$ cat src/rtl/core/dtq_pkg.sv
`default_nettype none

package dtq_pkg;

    localparam int unsigned LEN_W      = 11;
    localparam int unsigned CDESC_W    = 32;
    localparam int unsigned DCNT_W     = 32;
    localparam logic [LEN_W-1:0] CAP_RESET = 11'd1000;

    typedef enum logic {
        KIND_PUSH = 1'b0,
        KIND_PULL = 1'b1
    } t_kind;

    typedef struct packed {
        logic               kind;
        logic [CDESC_W-1:0] descriptor_in;
    } t_in_item;

    typedef struct packed {
        logic [CDESC_W-1:0] descriptor_out;
        logic               pulled_valid;
        logic               dropped;
        logic [LEN_W-1:0]   length;
        logic [LEN_W-1:0]   high_water;
        logic [DCNT_W-1:0]  drop_count;
    } t_out_item;

    // Status of one request after the queue state was updated.
    typedef struct packed {
        logic               pulled_valid;
        logic               dropped;
        logic [LEN_W-1:0]   length;
        logic [LEN_W-1:0]   high_water;
        logic [DCNT_W-1:0]  drop_count;
    } t_meta;

endpackage

`default_nettype wire

$ cat src/rtl/core/dtq_outreg.sv
`default_nettype none

module dtq_outreg #(
    parameter int unsigned DESC_WIDTH = 32
) (
    input  wire logic                  i_clk,
    input  wire logic                  i_rst_n,
    input  wire logic                  i_s1_valid,
    input  wire dtq_pkg::t_meta        i_s1_meta,
    input  wire logic [DESC_WIDTH-1:0] i_s1_desc,
    output logic                       o_s1_take,
    output logic                       o_out_valid,
    input  wire logic                  i_out_ready,
    output dtq_pkg::t_out_item         o_out
);

    import dtq_pkg::*;

    logic               r_out_valid;
    t_out_item          r_out;
    t_out_item          n_out;
    logic [CDESC_W-1:0] desc_low;

    generate
        if (DESC_WIDTH >= CDESC_W) begin : g_wide
            assign desc_low = i_s1_desc[CDESC_W-1:0];
        end else begin : g_narrow
            assign desc_low = CDESC_W'(i_s1_desc);
        end
    endgenerate

    assign o_s1_take = i_s1_valid && (!r_out_valid || i_out_ready);

    always_comb begin
        n_out.descriptor_out = i_s1_meta.pulled_valid ? desc_low : '0;
        n_out.pulled_valid   = i_s1_meta.pulled_valid;
        n_out.dropped        = i_s1_meta.dropped;
        n_out.length         = i_s1_meta.length;
        n_out.high_water     = i_s1_meta.high_water;
        n_out.drop_count     = i_s1_meta.drop_count;
    end

    always_ff @(posedge i_clk) begin
        if (!i_rst_n) begin
            r_out_valid <= 1'b0;
        end else if (o_s1_take) begin
            r_out_valid <= 1'b1;
        end else if (i_out_ready) begin
            r_out_valid <= 1'b0;
        end
    end

    always_ff @(posedge i_clk) begin
        if (o_s1_take) begin
            r_out <= n_out;
        end
    end

    assign o_out_valid = r_out_valid;
    assign o_out       = r_out;

endmodule

`default_nettype wire

$ cat config.mk
export PLATFORM = sky130hd
export DESIGN_NAME = dtq_outreg
export DESIGN_NICKNAME = d
export VERILOG_FILES = /design/src/rtl/core/dtq_pkg.sv /design/src/rtl/core/dtq_outreg.sv
export SDC_FILE = /design/constraint.sdc
export NUM_CORES = 1
export LEC_CHECK = 0
export BUFFER_PORTS_ARGS = -buffer_cell sky130_fd_sc_hd__buf_2
export CORE_MARGIN = 10
export CORE_UTILIZATION = 40
export DETAILED_ROUTE_END_ITERATION = 8
export PLACE_DENSITY_LB_ADDON = 0.05
export SLEW_MARGIN = 20
export SYNTH_ARGS = -nofsm -noshare
export SYNTH_HDL_FRONTEND = slang
export SYNTH_SLANG_ARGS = --single-unit
$ cat constraint.sdc
create_clock -name i_clk -period 17.65 [get_ports i_clk]
set_clock_uncertainty 0.15 [all_clocks]
set_input_delay 2.6475 -clock i_clk [delete_from_list [all_inputs] [get_ports i_clk]]
set_output_delay 2.6475 -clock i_clk [all_outputs]
set_load 0.005 [all_outputs]
==> impl_results.md <==
- Outcome: finished clean
- MaxCap Viol Count: 0
- Final RePlAce weighted congestion: 0.717
- Storage cell area: 0.00266 mm^2
- Max Slew Vio Count: 0
- Via count: 1755
- Post-placement cell count: 405
- Area leader, netlist: edfxtp_1
- Clk sink count: 89
- CTS H-tree depth: 3
- Antenna viol nets, final: 0
- Yosys reg bits: 89
- Drt pass-1 iters: 4
- Finish-stage setup viols: 0
- Syn Nets: 219
- Die Ht: 106 um
- Initial antenna violation count: 0
- EDFF count, synth: 88
- Postcts setup bufs: 0
- Ranking of synthesized cells by area: edfxtp_1, and2_2, dfxtp_1, clkbuf_2, nor2b_1
- I/O Buffers: 181
- Area Growth Syn to Fin: 41.7%
- NetSw: 89.0 uW
- Maximum clock insertion buffer count: 2
- Worst Path Required: 14.85 ns
- DRC: 0
- First-pass GRT wire length: 11100 um
- CTS tree: yes
- Critical path arrival: 3.68 ns
- Yosys top cell area share: 0.899
- Die area: 0.0112 mm^2
- Cell count after synthesis: 127
- RSZ-0062 raised after global routing: false
- Cts hold-fix bufs: 0
- Main synth FF type: edfxtp_1
- Filler cells: 602
- Routed len/inst: 17.9 um
- Clk Latency, worst-skew pair: 0.33 ns
- Sequential area share after synthesis: 0.906
- Yosys Warn Count: 0
- Crit path capture type: output pin
- Core area: 0.00721 mm^2
- Comb pwr share: 0.082
- DIE WIDTH: 106 um
- Setup ws final: 11.18 ns
- CP startpoint kind: input port
- Most common cell in the netlist: edfxtp_1
- Number of global-route vias before repair: 1932
- Post-route setup TNS: 0 ns
- Root buffer cell: clkbuf_8
- Layout cells sized above 1: 0.714
- GRT Total Usage: 0.131
- FMAX: 154 MHz
- Largest net degree at the start of global routing: 63
- Drt total wl: 7530 um
- Period utilisation layout: 0.367
- Area of the multi-input gates: 268 um^2
- Hold Path Class: reg -> reg
- Grt ovf: 0
- Clock network fraction of total power: 0.322
- Synth unique cells: 6
- Post-synthesis cell area: 0.00294 mm^2
- PwrDens: 101 mW/mm^2
- Mapped Avg Cell Area: 23.1 um^2
- Slew HR: 0.475
- Finished Layout Cells: 421
- Post-layout min period: 6.47 ns
- Worst-Margin Slew: 0.787 ns
- Final Hold Vio Count: 0
- Clk pin slew, worst setup/hold paths: 0.09 ns
- IO Pins: 182
- # nets final: 409
- Initial Util: 0.407
- Crit Path Category: in -> out
- Register share of total power: 0.596
- CTS resizes: 0
- Internal cell power: 331 uW
- Switching Fraction: 0.212
- Row count: 31
- Synth cell count leaders: edfxtp_1, and2_2, clkbuf_2
- FFs w/ async S/R, synth: 0
- P_leak: 0.00182 uW
- Maximum VDD drop: 48.7 uV
- Pre-CTS setup slack: 11.14 ns
- First DRT Iteration DRCs: 43
- Via/cell ratio: 4.17
- Total CTS buffers: 9
- CP Max Fanout: 28
- Diodes inserted: 0
## final cells by class
type	count	share of cell area
tap	99	0.0298
clock inverter	7	0.0168
timing repair buffer	182	0.219
clock buffer	9	0.0298
sequential	89	0.640
multi-input combinational	35	0.0643
## critical path, cell delays in order
cell and delay, ns:
buf_2 0.07, nor2b_1 0.06, nor2b_4 0.62, buf_2 0.26
## registers in the layout (all words and copies together), names as in the netlist
signal	count
o_out_valid	1
o_out	88
## worst paths after layout
| check | start | endpoint | slack [ns] | cells after the start |
|---|---|---|---|---|
| max | i_out_ready | o_s1_take | 11.18 | 4 |
| min | o_out_valid | o_out_valid | 0.52 | 2 |
| max reg2reg | o_out_valid | o_out[3] | 15.24 | 3 |
| min reg2reg | o_out_valid | o_out_valid | 0.52 | 2 |
## kinds of logic after synthesis
kind of cell,share of synthesized area
DFF,0.906
and+or+nand+nor,0.0860
buffers and inverters,0.00511
AOI/OAI and AO/OA,0.00256
## per-layer routing
metal,share of wire,GRT usage,up-vias,wire (um)
li1,-,-,851,-
met1,0.35,0.131,800,2660
met2,0.51,0.219,99,3830
met3,0.13,0.0767,5,984
met4,0.0062,0.0493,0,47
met5,0,0,-,0
## power groups by stage
stage	Combinational, uW	Sequential, uW	Clock, uW
2_1_floorplan	7.68	259	0
3_3_place_gp	35.3	255	0
3_5_place_dp	35.6	255	0
4_1_cts	35.7	250	140
5_1_grt	38.5	251	150
6_report	34.5	250	135
## cells in the final DEF (no fill, tap or decap)
cell / n
clkinv_1: 1
buf_4: 1
bufinv_16: 1
buf_2: 181
nor2b_4: 1
o21a_1: 1
clkinv_2: 2
clkinv_4: 2
and2_2: 32
nor2b_1: 1
edfxtp_1: 88
dfxtp_1: 1
clkbuf_8: 9
inv_6: 1
## metrics by stage
step	total power (uW)	utilization	hold WS, ns	area, um^2
floorplan	266	-	0.462	2940
global placement	290	0.550	0.501	3970
detailed placement	291	0.550	0.515	3970
CTS	426	0.577	0.526	4160
global route	440	0.577	0.541	4160
finish	420	0.577	0.521	4160
Note: power is estimated with default switching activity, not from simulation.
